$ cat src/rtl/mie_pkg.sv
package mie_pkg;

  localparam int unsigned DATA_W = 32;
  localparam int unsigned MOD_W  = DATA_W - 1;
  localparam int unsigned CNT_W  = $clog2(DATA_W + 1);

  typedef struct packed {
    logic signed [DATA_W-1:0] value;
    logic        [MOD_W-1:0]  modulus;
  } in_item_t;

  typedef struct packed {
    logic                     has_inverse;
    logic        [MOD_W-1:0]  divisor;
    logic        [MOD_W-1:0]  inverse;
    logic signed [DATA_W-1:0] coeff_x;
    logic signed [DATA_W-1:0] coeff_y;
  } out_item_t;

  typedef enum logic [2:0] {
    ST_IDLE,
    ST_RED_GO,
    ST_RED_W,
    ST_EUC_CHK,
    ST_EUC_W,
    ST_INV_W,
    ST_FIN
  } state_t;

  typedef enum logic [1:0] {
    DIV_RED,
    DIV_EUC,
    DIV_INV
  } div_sel_t;

  typedef struct packed {
    logic     load_in;
    logic     div_start;
    div_sel_t div_sel;
    logic     red_fix;
    logic     euc_upd;
    logic     inv_fix;
    logic     out_load;
  } ctrl_cmd_t;

  typedef struct packed {
    logic m_zero;
    logic r_zero;
    logic gcd_one;
    logic div_done;
  } ctrl_sts_t;

endpackage

$ cat src/rtl/mie_div.sv
module mie_div (
  input  logic                        clk,
  input  logic                        rst_n,
  input  logic                        start,
  input  logic [mie_pkg::DATA_W-1:0]  dividend,
  input  logic [mie_pkg::MOD_W-1:0]   divisor,
  input  logic [mie_pkg::DATA_W-1:0]  mult_x,
  input  logic [mie_pkg::DATA_W-1:0]  mult_y,
  output logic                        done,
  output logic [mie_pkg::MOD_W-1:0]   rem,
  output logic [mie_pkg::DATA_W-1:0]  prod_x,
  output logic [mie_pkg::DATA_W-1:0]  prod_y
);

  logic                        busy_r, busy_nxt;
  logic                        done_r, done_nxt;
  logic [mie_pkg::CNT_W-1:0]   cnt_r, cnt_nxt;
  logic [mie_pkg::DATA_W-1:0]  num_r, num_nxt;
  logic [mie_pkg::MOD_W-1:0]   den_r, den_nxt;
  logic [mie_pkg::DATA_W-1:0]  rem_r, rem_nxt;
  logic [mie_pkg::DATA_W-1:0]  px_r, px_nxt;
  logic [mie_pkg::DATA_W-1:0]  py_r, py_nxt;
  logic [mie_pkg::DATA_W-1:0]  mx_r, mx_nxt;
  logic [mie_pkg::DATA_W-1:0]  my_r, my_nxt;
  logic [mie_pkg::DATA_W-1:0]  rem_sh;
  logic [mie_pkg::DATA_W-1:0]  den_ext;
  logic                        q_bit;

  // Restoring division, one quotient bit a cycle; each quotient bit also
  // feeds a shift-and-add product of the quotient with two coefficients.
  assign rem_sh  = {rem_r[mie_pkg::DATA_W-2:0], num_r[mie_pkg::DATA_W-1]};
  assign den_ext = {1'b0, den_r};
  assign q_bit   = (rem_sh >= den_ext);

  always_comb begin
    busy_nxt = busy_r;
    done_nxt = 1'b0;
    cnt_nxt  = cnt_r;
    num_nxt  = num_r;
    den_nxt  = den_r;
    rem_nxt  = rem_r;
    px_nxt   = px_r;
    py_nxt   = py_r;
    mx_nxt   = mx_r;
    my_nxt   = my_r;
    if (start) begin
      busy_nxt = 1'b1;
      cnt_nxt  = mie_pkg::CNT_W'(mie_pkg::DATA_W);
      num_nxt  = dividend;
      den_nxt  = divisor;
      rem_nxt  = '0;
      px_nxt   = '0;
      py_nxt   = '0;
      mx_nxt   = mult_x;
      my_nxt   = mult_y;
    end else if (busy_r) begin
      num_nxt = {num_r[mie_pkg::DATA_W-2:0], 1'b0};
      rem_nxt = q_bit ? (rem_sh - den_ext) : rem_sh;
      px_nxt  = {px_r[mie_pkg::DATA_W-2:0], 1'b0} + (q_bit ? mx_r : '0);
      py_nxt  = {py_r[mie_pkg::DATA_W-2:0], 1'b0} + (q_bit ? my_r : '0);
      cnt_nxt = cnt_r - 1'b1;
      if (cnt_r == mie_pkg::CNT_W'(1)) begin
        busy_nxt = 1'b0;
        done_nxt = 1'b1;
      end
    end
  end

  always_ff @(posedge clk) begin
    if (!rst_n) begin
      busy_r <= 1'b0;
      done_r <= 1'b0;
      cnt_r  <= '0;
    end else begin
      busy_r <= busy_nxt;
      done_r <= done_nxt;
      cnt_r  <= cnt_nxt;
    end
  end

  always_ff @(posedge clk) begin
    num_r <= num_nxt;
    den_r <= den_nxt;
    rem_r <= rem_nxt;
    px_r  <= px_nxt;
    py_r  <= py_nxt;
    mx_r  <= mx_nxt;
    my_r  <= my_nxt;
  end

  assign done   = done_r;
  assign rem    = rem_r[mie_pkg::MOD_W-1:0];
  assign prod_x = px_r;
  assign prod_y = py_r;

endmodule

$ cat src/rtl/mie_dp.sv
module mie_dp (
  input  logic                clk,
  input  logic                rst_n,
  input  mie_pkg::in_item_t   in_data,
  input  mie_pkg::ctrl_cmd_t  cmd,
  output mie_pkg::ctrl_sts_t  sts,
  output mie_pkg::out_item_t  out_data
);

  logic [mie_pkg::MOD_W-1:0]   m_r, m_nxt;
  logic [mie_pkg::DATA_W-1:0]  mag_r, mag_nxt;
  logic                        neg_r, neg_nxt;
  logic [mie_pkg::MOD_W-1:0]   lastr_r, lastr_nxt;
  logic [mie_pkg::MOD_W-1:0]   r_r, r_nxt;
  logic [mie_pkg::DATA_W-1:0]  x_r, x_nxt;
  logic [mie_pkg::DATA_W-1:0]  y_r, y_nxt;
  logic [mie_pkg::DATA_W-1:0]  lastx_r, lastx_nxt;
  logic [mie_pkg::DATA_W-1:0]  lasty_r, lasty_nxt;
  logic [mie_pkg::MOD_W-1:0]   inv_r, inv_nxt;
  mie_pkg::out_item_t          out_r, out_nxt;

  logic [mie_pkg::DATA_W-1:0]  in_val;
  logic [mie_pkg::DATA_W-1:0]  lastx_mag;
  logic [mie_pkg::DATA_W-1:0]  div_num;
  logic [mie_pkg::MOD_W-1:0]   div_den;
  logic                        div_done;
  logic [mie_pkg::MOD_W-1:0]   div_rem;
  logic [mie_pkg::DATA_W-1:0]  prod_x;
  logic [mie_pkg::DATA_W-1:0]  prod_y;

  assign in_val    = in_data.value;
  assign lastx_mag = lastx_r[mie_pkg::DATA_W-1] ? (~lastx_r + 1'b1) : lastx_r;

  always_comb begin
    case (cmd.div_sel)
      mie_pkg::DIV_RED: begin
        div_num = mag_r;
        div_den = m_r;
      end
      mie_pkg::DIV_EUC: begin
        div_num = {1'b0, lastr_r};
        div_den = r_r;
      end
      mie_pkg::DIV_INV: begin
        div_num = lastx_mag;
        div_den = m_r;
      end
      default: begin
        div_num = mag_r;
        div_den = m_r;
      end
    endcase
  end

  mie_div u_div (
    .clk      (clk),
    .rst_n    (rst_n),
    .start    (cmd.div_start),
    .dividend (div_num),
    .divisor  (div_den),
    .mult_x   (x_r),
    .mult_y   (y_r),
    .done     (div_done),
    .rem      (div_rem),
    .prod_x   (prod_x),
    .prod_y   (prod_y)
  );

  always_comb begin
    m_nxt     = m_r;
    mag_nxt   = mag_r;
    neg_nxt   = neg_r;
    lastr_nxt = lastr_r;
    r_nxt     = r_r;
    x_nxt     = x_r;
    y_nxt     = y_r;
    lastx_nxt = lastx_r;
    lasty_nxt = lasty_r;
    inv_nxt   = inv_r;
    out_nxt   = out_r;
    if (cmd.load_in) begin
      m_nxt   = in_data.modulus;
      neg_nxt = in_val[mie_pkg::DATA_W-1];
      mag_nxt = in_val[mie_pkg::DATA_W-1] ? (~in_val + 1'b1) : in_val;
      inv_nxt = '0;
    end
    if (cmd.red_fix) begin
      lastr_nxt = (neg_r && (div_rem != '0)) ? (m_r - div_rem) : div_rem;
      r_nxt     = m_r;
      lastx_nxt = mie_pkg::DATA_W'(1);
      lasty_nxt = '0;
      x_nxt     = '0;
      y_nxt     = mie_pkg::DATA_W'(1);
    end
    if (cmd.euc_upd) begin
      lastr_nxt = r_r;
      r_nxt     = div_rem;
      lastx_nxt = x_r;
      lasty_nxt = y_r;
      x_nxt     = lastx_r - prod_x;
      y_nxt     = lasty_r - prod_y;
    end
    if (cmd.inv_fix) begin
      if (lastx_r[mie_pkg::DATA_W-1]) begin
        inv_nxt = (div_rem == '0) ? '0 : (m_r - div_rem);
      end else begin
        inv_nxt = div_rem;
      end
    end
    if (cmd.out_load) begin
      if (m_r == '0) begin
        out_nxt = '0;
      end else begin
        out_nxt.has_inverse = (lastr_r == mie_pkg::MOD_W'(1));
        out_nxt.divisor     = lastr_r;
        out_nxt.inverse     = inv_r;
        out_nxt.coeff_x     = lastx_r;
        out_nxt.coeff_y     = lasty_r;
      end
    end
  end

  always_ff @(posedge clk) begin
    m_r     <= m_nxt;
    mag_r   <= mag_nxt;
    neg_r   <= neg_nxt;
    lastr_r <= lastr_nxt;
    r_r     <= r_nxt;
    x_r     <= x_nxt;
    y_r     <= y_nxt;
    lastx_r <= lastx_nxt;
    lasty_r <= lasty_nxt;
    inv_r   <= inv_nxt;
    out_r   <= out_nxt;
  end

  assign sts.m_zero   = (m_r == '0);
  assign sts.r_zero   = (r_r == '0);
  assign sts.gcd_one  = (lastr_r == mie_pkg::MOD_W'(1));
  assign sts.div_done = div_done;
  assign out_data     = out_r;

endmodule

$ cat src/rtl/mie_ctrl.sv
module mie_ctrl (
  input  logic                clk,
  input  logic                rst_n,
  input  logic                in_valid,
  output logic                in_ready,
  output logic                out_valid,
  input  logic                out_ready,
  input  mie_pkg::ctrl_sts_t  sts,
  output mie_pkg::ctrl_cmd_t  cmd
);

  mie_pkg::state_t state_r, state_nxt;
  logic            out_valid_r, out_valid_nxt;
  logic            can_load;

  assign can_load = !out_valid_r || out_ready;

  always_comb begin
    state_nxt = state_r;
    case (state_r)
      mie_pkg::ST_IDLE: begin
        if (in_valid) begin
          state_nxt = mie_pkg::ST_RED_GO;
        end
      end
      mie_pkg::ST_RED_GO: begin
        state_nxt = sts.m_zero ? mie_pkg::ST_FIN : mie_pkg::ST_RED_W;
      end
      mie_pkg::ST_RED_W: begin
        if (sts.div_done) begin
          state_nxt = mie_pkg::ST_EUC_CHK;
        end
      end
      mie_pkg::ST_EUC_CHK: begin
        if (!sts.r_zero) begin
          state_nxt = mie_pkg::ST_EUC_W;
        end else if (sts.gcd_one) begin
          state_nxt = mie_pkg::ST_INV_W;
        end else begin
          state_nxt = mie_pkg::ST_FIN;
        end
      end
      mie_pkg::ST_EUC_W: begin
        if (sts.div_done) begin
          state_nxt = mie_pkg::ST_EUC_CHK;
        end
      end
      mie_pkg::ST_INV_W: begin
        if (sts.div_done) begin
          state_nxt = mie_pkg::ST_FIN;
        end
      end
      mie_pkg::ST_FIN: begin
        if (can_load) begin
          state_nxt = mie_pkg::ST_IDLE;
        end
      end
      default: begin
        state_nxt = mie_pkg::ST_IDLE;
      end
    endcase
  end

  always_comb begin
    cmd.load_in   = 1'b0;
    cmd.div_start = 1'b0;
    cmd.div_sel   = mie_pkg::DIV_RED;
    cmd.red_fix   = 1'b0;
    cmd.euc_upd   = 1'b0;
    cmd.inv_fix   = 1'b0;
    cmd.out_load  = 1'b0;
    in_ready      = 1'b0;
    case (state_r)
      mie_pkg::ST_IDLE: begin
        in_ready    = 1'b1;
        cmd.load_in = in_valid;
      end
      mie_pkg::ST_RED_GO: begin
        cmd.div_start = !sts.m_zero;
        cmd.div_sel   = mie_pkg::DIV_RED;
      end
      mie_pkg::ST_RED_W: begin
        cmd.red_fix = sts.div_done;
      end
      mie_pkg::ST_EUC_CHK: begin
        if (!sts.r_zero) begin
          cmd.div_start = 1'b1;
          cmd.div_sel   = mie_pkg::DIV_EUC;
        end else if (sts.gcd_one) begin
          cmd.div_start = 1'b1;
          cmd.div_sel   = mie_pkg::DIV_INV;
        end
      end
      mie_pkg::ST_EUC_W: begin
        cmd.euc_upd = sts.div_done;
        cmd.div_sel = mie_pkg::DIV_EUC;
      end
      mie_pkg::ST_INV_W: begin
        cmd.inv_fix = sts.div_done;
        cmd.div_sel = mie_pkg::DIV_INV;
      end
      mie_pkg::ST_FIN: begin
        cmd.out_load = can_load;
      end
      default: begin
        in_ready = 1'b0;
      end
    endcase
  end

  always_comb begin
    out_valid_nxt = out_valid_r;
    if (cmd.out_load) begin
      out_valid_nxt = 1'b1;
    end else if (out_ready) begin
      out_valid_nxt = 1'b0;
    end
  end

  always_ff @(posedge clk) begin
    if (!rst_n) begin
      state_r     <= mie_pkg::ST_IDLE;
      out_valid_r <= 1'b0;
    end else begin
      state_r     <= state_nxt;
      out_valid_r <= out_valid_nxt;
    end
  end

  assign out_valid = out_valid_r;

endmodule

$ cat src/rtl/modular_inverse_ext_euclid_unit.sv
// An item with a nonzero modulus runs a reduction division, then one division per Euclid step, and,
// when it has an inverse, a final division that reduces the coefficient into the modulus range.
// Each division makes 32 bit-serial steps; its done flag is registered, then the controller acts on it.
// A result is loaded only once the pending one is taken by out_ready, or when none is pending.
// One item is in work at a time; the next is taken from the cycle after the result is loaded.
// Reset (rst_n low, synchronous) returns the controller to idle and drops out_valid.
module modular_inverse_ext_euclid_unit (
  input  logic                clk,
  input  logic                rst_n,
  input  logic                in_valid,
  output logic                in_ready,
  input  mie_pkg::in_item_t   in_data,
  output logic                out_valid,
  input  logic                out_ready,
  output mie_pkg::out_item_t  out_data
);

  mie_pkg::ctrl_cmd_t cmd;
  mie_pkg::ctrl_sts_t sts;

  mie_ctrl u_ctrl (
    .clk       (clk),
    .rst_n     (rst_n),
    .in_valid  (in_valid),
    .in_ready  (in_ready),
    .out_valid (out_valid),
    .out_ready (out_ready),
    .sts       (sts),
    .cmd       (cmd)
  );

  mie_dp u_dp (
    .clk      (clk),
    .rst_n    (rst_n),
    .in_data  (in_data),
    .cmd      (cmd),
    .sts      (sts),
    .out_data (out_data)
  );

  a_no_overwrite: assert property (@(posedge clk) disable iff (!rst_n)
    cmd.out_load |-> (!out_valid || out_ready))
    else $error("pending result overwritten");

  a_busy_after_accept: assert property (@(posedge clk) disable iff (!rst_n)
    (in_valid && in_ready) |=> !in_ready)
    else $error("new item taken before the previous one finished");

  a_div_not_instant: assert property (@(posedge clk) disable iff (!rst_n)
    cmd.div_start |=> !sts.div_done)
    else $error("division finished one cycle after start");

  a_inverse_flag: assert property (@(posedge clk) disable iff (!rst_n)
    (out_valid && !out_data.has_inverse) |-> (out_data.inverse == '0))
    else $error("inverse reported without a unit gcd");

endmodule
$ cat config.mk
export PLATFORM = sky130hd
export DESIGN_NAME = modular_inverse_ext_euclid_unit
export DESIGN_NICKNAME = d
export VERILOG_FILES = /design/src/rtl/mie_pkg.sv /design/src/rtl/mie_div.sv /design/src/rtl/mie_dp.sv /design/src/rtl/mie_ctrl.sv /design/src/rtl/modular_inverse_ext_euclid_unit.sv
export SDC_FILE = /design/constraint.sdc
export NUM_CORES = 1
export LEC_CHECK = 0
export ABC_CLOCK_PERIOD_IN_PS = 33200
export BUFFER_PORTS_ARGS = -buffer_cell sky130_fd_sc_hd__buf_2
export CAP_MARGIN = 30
export CORE_UTILIZATION = 40
export DETAILED_ROUTE_END_ITERATION = 10
export PLACE_DENSITY = 0.64
export SYNTH_ARGS = -nofsm -noshare
export SYNTH_HDL_FRONTEND = slang
export SYNTH_SLANG_ARGS = --single-unit
$ cat constraint.sdc
create_clock -name clk -period 33.2 [get_ports clk]
set_input_delay 4.98 -clock clk [delete_from_list [all_inputs] [get_ports clk]]
set_output_delay 4.98 -clock clk [all_outputs]
set_load 0.02 [all_outputs]
==> results.md, run 1 <==
- Status: completed
- Clk slew on worst S/H paths: 60 ps
- Worst EP required: 33600 ps
- Final Non-Filler Cells: slightly below 5000
- Synth top cells by count: 539 x edfxtp_1, 306 x nor2_1, 243 x o21ai_0
- Final worst-path cycle share: 0.213
- Largest family of logic cells by synthesized area: simple AND/OR/NAND/NOR gates
- Setup crit start kind: primary input
- Minimum setup slack after placement: ~25000 ps
- Final worst slack: 26130 ps
- Routability Congestion: approximately 0.92
- Final #Nets: ~4000
- H-tree levels: 3
- Final ANT Viol Nets: 0
- Mux share of post-synthesis cell area: 0.0212
- Max cap viols: 0
- Maximum clock insertion buffer count: 3
- Xor/xnor share of the synthesized area: 0.0518
- FFs w/ async S/R, synth: 0
- Final setup viols: 0
- Vias in the first global route: roughly 26000
- # Post-CTS Setup Buffers: 0
- # resized after CTS: 0
- DRC Markers: 0
- Fraction of the mapped netlist area in adder cells: 0.0687
- Synth area leaders: edfxtp_1 45%, ha_1 6.5%, dfxtp_1 5.9%
- Most frequent cell after synthesis: edfxtp_1
- Setup TNS: 0 ps
- Drt pass-1 iters: 6
- First-pass GRT wire length: 151000 um
- Sequential cell area: about 18000 um2
- Routed length per instance: between 20 and 25 um
- VDD IR max: roughly 0.046 mV
- Root buffer cell: clkbuf_16
- DP HPWL: around 70000 um
- Clock Skews: about 40 ps
- Critical path class: primary input to flop
- Cell variety after synth: between 70 and 80
- Antenna violations before repair: 5
- Multi-input logic area: roughly 17000 um2
- Hold_buf cts: 0
- RSZ-0062 raised after global routing: false
- Headroom to the max-slew limit: 0.236
- Yosys warns: 0
- Post-Syn Instances: 3491
- Routed WL: approximately 100000 um
- Final Hold Viols: 0
- Syn avg cell area: between 10 and 15 um2
- Total gr overflow: 0
- Ant diodes: 0
- Crit end category: flop
- Worst-margin pin slew: ~1100 ps
- Insertion delay to the later sink of the worst-skew pair: 670 ps
- Post-synth EDFFs: 539
- Area delta synth->final: 13.2%
- Arrival time worst endpoint: roughly 7500 ps
- Prevailing post-synth register cell: edfxtp_1
- Final instance area: about 41000 um2
- Initial DRC count: roughly 2300
- Die height: between 300 and 400 um
- Gr usage total: 0.213
- Largest net degree at the start of global routing: between 100 and 150
- CTS tree: yes
- FMAX: between 0.1 and 0.15 GHz
- Placed cells: 4730
- Via Count: 27200
- Hold crit path type: flop to flop
- Power Dens Cells: approximately 84 nW/um2
- Compound-gate portion of the synthesized area: 0.158
- Leak Pwr: ~16 nW
- CTS Buf Count: 75
- Fill cells: 8387
- Synth top area share: 0.448
- Post-DP Area: about 38000 um2
- Mapped Area: 36100 um2
- Ports: ~200
- Simple-Gate Fraction of Synth Area: 0.160
- Register bit total from synthesis: around 650
- Die X: roughly 300 um
- IO buf count: roughly 200
- Routed vias/inst: 5.58
- DIE AREA: ~92000 um2
- Share of cells above drive strength 1: 0.114
- Row cnt: between 100 and 150
- Final worst path period need: a little over 7000 ps
- Clock sink count: between 600 and 700
- Post-synth net total: between 3000 and 4000
- Synth area leader: edfxtp_1
- Initial Utilization: 0.407
- CP max FO: 4
- Sequential share of the synthesized area: 0.507
- Pins Over Slew Limit: 0
- Core area: 88900 um2
-- power breakdown --
group / internal (mW) / switching (mW) / leakage (nW)
logic: 0.556 / 0.884 / 8.52
clock network: 0.502 / 0.359 / 1.26
registers: 1.02 / 0.101 / 6.25
total: 2.08 / 1.34 / 16.0
-- sequential cells by signal, indices dropped and copies added, names as in the netlist, 3 cells and up --
register / count
u_dp.inv_r: 31
u_dp.lasty_r: 32
u_dp.lastx_r: 32
u_dp.u_div.cnt_r: 6
u_ctrl.state_r: 3
u_dp.u_div.prod_y: 32
u_dp.u_div.my_r: 32
u_dp.u_div.rem_r: 31
u_dp.u_div.prod_x: 32
u_dp.u_div.num_r: 32
u_dp.y_r: 32
u_dp.m_r: 31
u_dp.mag_r: 32
u_dp.u_div.den_r: 31
u_dp.u_div.mx_r: 32
u_dp.r_r: 31
u_dp.lastr_r: 31
u_dp.x_r: 32
u_dp.out_data: 127
-- cell type report --
cell class,instances,share of cell area
Multi-Input combinational cell,2524,0.408
Inverter,170,0.0157
Timing Repair Buffer,227,0.0305
Sequential cell,646,0.448
Clock buffer,100,0.0508
Tap cell,1165,0.0356
Clock inverter,38,0.0119
-- placed cells by master (no fill, tap or decap), types with 18 or more instances in the layout --
master       n
edfxtp_1   539
nor2_1     304
o21ai_0    242
a21oi_1    231
nand2_1    223
nor2b_1    209
buf_2      195
ha_1       188
inv_1      169
xnor2_1    161
dfxtp_1    106
and2_1      80
a21o_1      78
clkbuf_16   75
nor3_1      54
xor2_1      53
a211oi_1    51
nand3_1     46
mux2i_1     44
a22oi_1     44
nor4_1      38
nand2b_1    38
a31oi_1     32
o21a_1      31
mux2_2      29
buf_4       29
or3_1       26
nand4_1     25
o31ai_1     24
and3_1      22
o211ai_1    18
-- cell families (layout without fill, tap and decap cells) --
kind of cell | after synthesis | after routing
AO/OA/AOI/OAI | 904 | 904
adder cells (fa/ha/maj) | 195 | 195
buffers and inverters | 321 | 535
multiplexers | 73 | 73
flip-flops | 646 | 646
AND/OR/NAND/NOR | 1138 | 1138
XOR/XNOR | 214 | 214
-- path summary, 6_finish.rpt --
kind	cells after the start	slack (ps)	from	to
worst min-delay path	0	430	u_dp.y_r[26]$_SDFFCE_PN0P_	u_dp.u_div.my_r[26]$_DFFE_PP_
worst max register to register	19	26850	u_dp.u_div.rem_r[20]$_SDFFE_PP0P_	u_dp.u_div.prod_y[30]$_SDFFE_PP0P_
worst max-delay path	9	26130	in_data[36]	u_dp.mag_r[29]$_DFFE_PP_
worst min register to register	0	430	u_dp.y_r[26]$_SDFFCE_PN0P_	u_dp.u_div.my_r[26]$_DFFE_PP_
-- critical path: stages --
cell     delay, ps
buf_2          120
or4_1          550
or3_1          390
or3_4          420
or3_4          420
nor2_1         120
nand2_1        130
o31ai_2        260
xnor2_1         80
-- per-layer routing --
metal | GRT usage | wire length, um | up-vias
li1 | - | - | 13100
met1 | 0.303 | 45600 | 13100
met2 | 0.341 | 45900 | 828
met3 | 0.0318 | 6040 | 134
met4 | 0.0534 | 2090 | 0
met5 | 0 | 0 | -
-- per-stage QoR --
| step | power (mW) | hold slack (ps) | utilization |
|---|---|---|---|
| floorplan | 2.18 | 417 | - |
| global placement | 2.54 | 420 | 0.431 |
| detailed placement | 2.55 | 423 | 0.431 |
| CTS | 3.42 | 419 | 0.460 |
| global route | 3.63 | 446 | 0.460 |
| finish | 3.43 | 432 | 0.460 |
Note: power is estimated with default switching activity, not from simulation.
==> run 2: changes to the inputs <==
--- a/config.mk
+++ b/config.mk
@@ -5,12 +5,12 @@
 export SDC_FILE = /design/constraint.sdc
 export NUM_CORES = 1
 export LEC_CHECK = 0
-export ABC_CLOCK_PERIOD_IN_PS = 33200
+export ABC_CLOCK_PERIOD_IN_PS = 5990
 export BUFFER_PORTS_ARGS = -buffer_cell sky130_fd_sc_hd__buf_2
 export CAP_MARGIN = 30
 export CORE_UTILIZATION = 40
 export DETAILED_ROUTE_END_ITERATION = 10
-export PLACE_DENSITY = 0.64
+export PLACE_DENSITY = 0.66
 export SYNTH_ARGS = -nofsm -noshare
 export SYNTH_HDL_FRONTEND = slang
 export SYNTH_SLANG_ARGS = --single-unit
==> constraint.sdc (replaced) <==
create_clock -name clk -period 5.99 [get_ports clk]
set_input_delay 0.8985 -clock clk [delete_from_list [all_inputs] [get_ports clk]]
set_output_delay 0.8985 -clock clk [all_outputs]
set_load 0.02 [all_outputs]
==> run 2 against run 1 <==
Against the previous run:
- first-iteration DRC count is 4.3% higher
- non-clock buffer count increased by 7
- global-route usage is 0.14 points higher
- worst hold slack worse by 23 ps
- register-to-register slack lost 26000 ps
- count of clock-buffer cells in the layout shrank 2
- routed wire length grew 0.50%
- via count shrank 0.19%
- critical path depth grew 10
- combinational power grew to 5.6 times the previous value
- clock skew rose by 3.6 ps
- largest cell class unchanged
==> results.md, run 2 (synthesis gave the netlist of run 1 again) <==
- Die height: 303 um (unchanged)
- Switch Pwr: 7.47 mW (+460%)
- Critical path class: flop to flop
- Clk slew on worst S/H paths: 60 ps (about the same)
- Final worst path period need: approximately 5600 ps
- Hold_buf cts: 0 (unchanged)
- Initial Utilization: 0.407 (unchanged)
- # Post-CTS Setup Buffers: 0 (unchanged)
- Setup crit start kind: flop
- Crit end category: flop
- Core area: 88900 um2 (unchanged)
- Vias in the first global route: 25800 (+1.0%)
- Total gr overflow: 0 (unchanged)
- Power share of the combinational group: 0.425 (+0.004)
- Final ANT Viol Nets: 0 (unchanged)
- Most common cell after layout, fill and taps aside: edfxtp_1
- Status: completed
- Worst Setup SP: u_dp.u_div.rem_r[16]$_SDFFE_PP0P_
- H-tree levels: 3 (unchanged)
- Maximum clock insertion buffer count: 3 (unchanged)
- Worst R2R Setup Slack: 360 ps (-26490 ps)
- Final worst-path cycle share: 0.940
- Headroom to the max-slew limit: 0.177 (-0.0594)
- Power Dens Cells: 466 nW/um2 (+460%)
- Crit path capture: u_dp.u_div.prod_y[30]$_SDFFE_PP0P_
- DRC Markers: 0 (unchanged)
- Sw Ratio: 0.391 (-0.00160)
- Gr usage total: 0.215 (+0.00142)
- Internal power: 11.7 mW (+460%)
- Antenna violations before repair: 3 (-2)
- Worst-margin pin slew: 1220 ps (+88.1 ps)
- Root buffer cell: clkbuf_16
- IO buf count: 195 (unchanged)
- Final Non-Filler Cells: 4882 (+0.25%)
- Share of cells above drive strength 1: 0.116 (+0.00134)
- Hold crit path type: primary input to flop
- Via Count: 27100 (-0.19%)
- Pins Over Slew Limit: 0 (unchanged)
- RSZ-0062 raised after global routing: false
- Initial DRC count: 2411 (+4.3%)
- Arrival time worst endpoint: 6200 ps (-1270 ps)
- Setup TNS: 0 ps (unchanged)
- Reg2reg start: u_dp.u_div.rem_r[16]$_SDFFE_PP0P_
- Clock power frac: 0.253 (+0.002)
- Multi-input logic area: 16700 um2 (about the same)
- Ports: 196 (unchanged)
- Drt pass-1 iters: 6 (unchanged)
- Insertion delay to the later sink of the worst-skew pair: 670 ps (about the same)
- Reg2reg end: u_dp.u_div.prod_y[30]$_SDFFE_PP0P_
- Placed cells: 4738 (+0.17%)
- Number of flip-flops in the largest register: 127 (unchanged)
- Sequential cell area: 18300 um2 (unchanged)
- Largest net degree at the start of global routing: 169 (+27%)
- First-pass GRT wire length: 151000 um (+0.40%)
- Clock Skews: 43.5 ps (+3.64 ps)
- Leak Pwr: 16.0 nW (+0.11%)
- Routed WL: 100000 um (+0.50%)
- Fill cells: 8347 (-0.48%)
- Final #Nets: 3913 (+0.18%)
- Commonest cells after routing, fill and taps aside: 539 x edfxtp_1, 304 x nor2_1, 242 x o21ai_0
- CTS tree: yes
- Routed vias/inst: 5.55 (-0.43%)
- DIE AREA: 91600 um2 (unchanged)
- Reg2Reg Depth: 19 (unchanged)
- FMAX: 0.178 GHz
- DP HPWL: 70900 um (+1.4%)
- Area delta synth->final: 13.6%
- Final Hold Viols: 0 (unchanged)
- Final setup viols: 0 (unchanged)
- Die X: 303 um (unchanged)
- CP max FO: 28 (+24)
- Sequential share of power: 0.322 (-0.006)
- Worst EP required: 6550 ps (-27050 ps)
- Max cap viols: 0 (unchanged)
- VDD IR max: 0.237 mV (+410%)
- # resized after CTS: 0 (unchanged)
- Clock sink count: 646 (unchanged)
- Routability Congestion: 0.948 (+3.2%)
- Routed length per instance: 20.5 um (+0.25%)
- Row cnt: 109 (unchanged)
- CTS Buf Count: 75 (unchanged)
run 2: cell count changes in the layout (fill, tap and decap cells not counted), moves of 2 or more:
cell        previous run  this run
buf_4                 29        36
buf_12                 1         3
and2_2                 0         2
clkinv_4               0         2
inv_4                  2         0
bufinv_16              7         9
clkbuf_16             75        77
clkinv_1               7        13
clkbuf_8              11         7
clkinvlp_4             2         9
diode_2                0         3
clkinv_2              12         4
run 2: critical path, cell delays in order (launching register included):
cell and delay (ps):
dfxtp_1 450, ha_1 350, a21oi_1 280, o21ai_0 140
a21oi_1 160, o31ai_1 80, a2111o_1 580, nor2_4 310
buf_4 380, nor2b_1 100, ha_1 340, o21ai_0 310
o21ai_0 210, and4_1 260, o21ai_0 530, o221ai_1 300
o41ai_1 370, xnor2_1 170, mux2i_1 90, nor2_1 110
run 2: power groups by stage:
stage	logic [mW]	clock network, mW	registers, mW
2_1_floorplan	6.01	0	6.07
5_1_grt	8.92	5.10	6.22
4_1_cts	8.01	4.93	6.15
6_report	8.13	4.84	6.16
3_3_place_gp	7.91	0	6.23
3_5_place_dp	7.95	0	6.24
run 2: per-stage QoR:
| stage | hold WS (ps) | area (um2) | setup WS (ps) | power, mW | utilization |
|---|---|---|---|---|---|
| after CTS | 370 | 41000 | 374 | 19.1 | 0.461 |
| after floorplan | 417 | 36200 | 0.920 | 12.1 | - |
| after global placement | 420 | 38400 | 642 | 14.1 | 0.432 |
| after detailed placement | 424 | 38400 | 451 | 14.2 | 0.432 |
| after global routing | 390 | 41000 | 8.03 | 20.2 | 0.462 |
| final | 409 | 41100 | 357 | 19.1 | 0.462 |
run 2: cell type report:
| class | instances | area share |
|---|---|---|
| Clock buffer | 98 | 0.0506 |
| Clock inverter | 42 | 0.0132 |
| Timing Repair Buffer | 234 | 0.0318 |
| Multi-Input combinational cell | 2524 | 0.407 |
| Sequential cell | 646 | 0.446 |
| Inverter | 170 | 0.0157 |
| Antenna cell | 3 | 0.000183 |
| Tap cell | 1165 | 0.0355 |
run 2: how the worst min path moves through the flow:
stage / from / to / cells after the start
floorplan: u_dp.x_r[0]$_SDFFCE_PN0P_ / u_dp.u_div.mx_r[0]$_DFFE_PP_ / 0
global placement: u_dp.x_r[5]$_SDFFCE_PN0P_ / u_dp.u_div.mx_r[5]$_DFFE_PP_ / 0
detailed placement: u_dp.y_r[2]$_SDFFCE_PN0P_ / u_dp.u_div.my_r[2]$_DFFE_PP_ / 0
CTS: in_data[19] / u_dp.m_r[19]$_DFFE_PP_ / 1
global route: in_data[18] / u_dp.m_r[18]$_DFFE_PP_ / 1
finish: in_data[18] / u_dp.m_r[18]$_DFFE_PP_ / 1
run 2: layer usage:
| layer | GRT usage | routed length [um] | vias up |
|---|---|---|---|
| li1 | - | - | 13100 |
| met1 | 0.289 | 44300 | 13000 |
| met2 | 0.341 | 45900 | 847 |
| met3 | 0.0506 | 7150 | 166 |
| met4 | 0.0696 | 2670 | 4 |
| met5 | 0 | 128 | - |
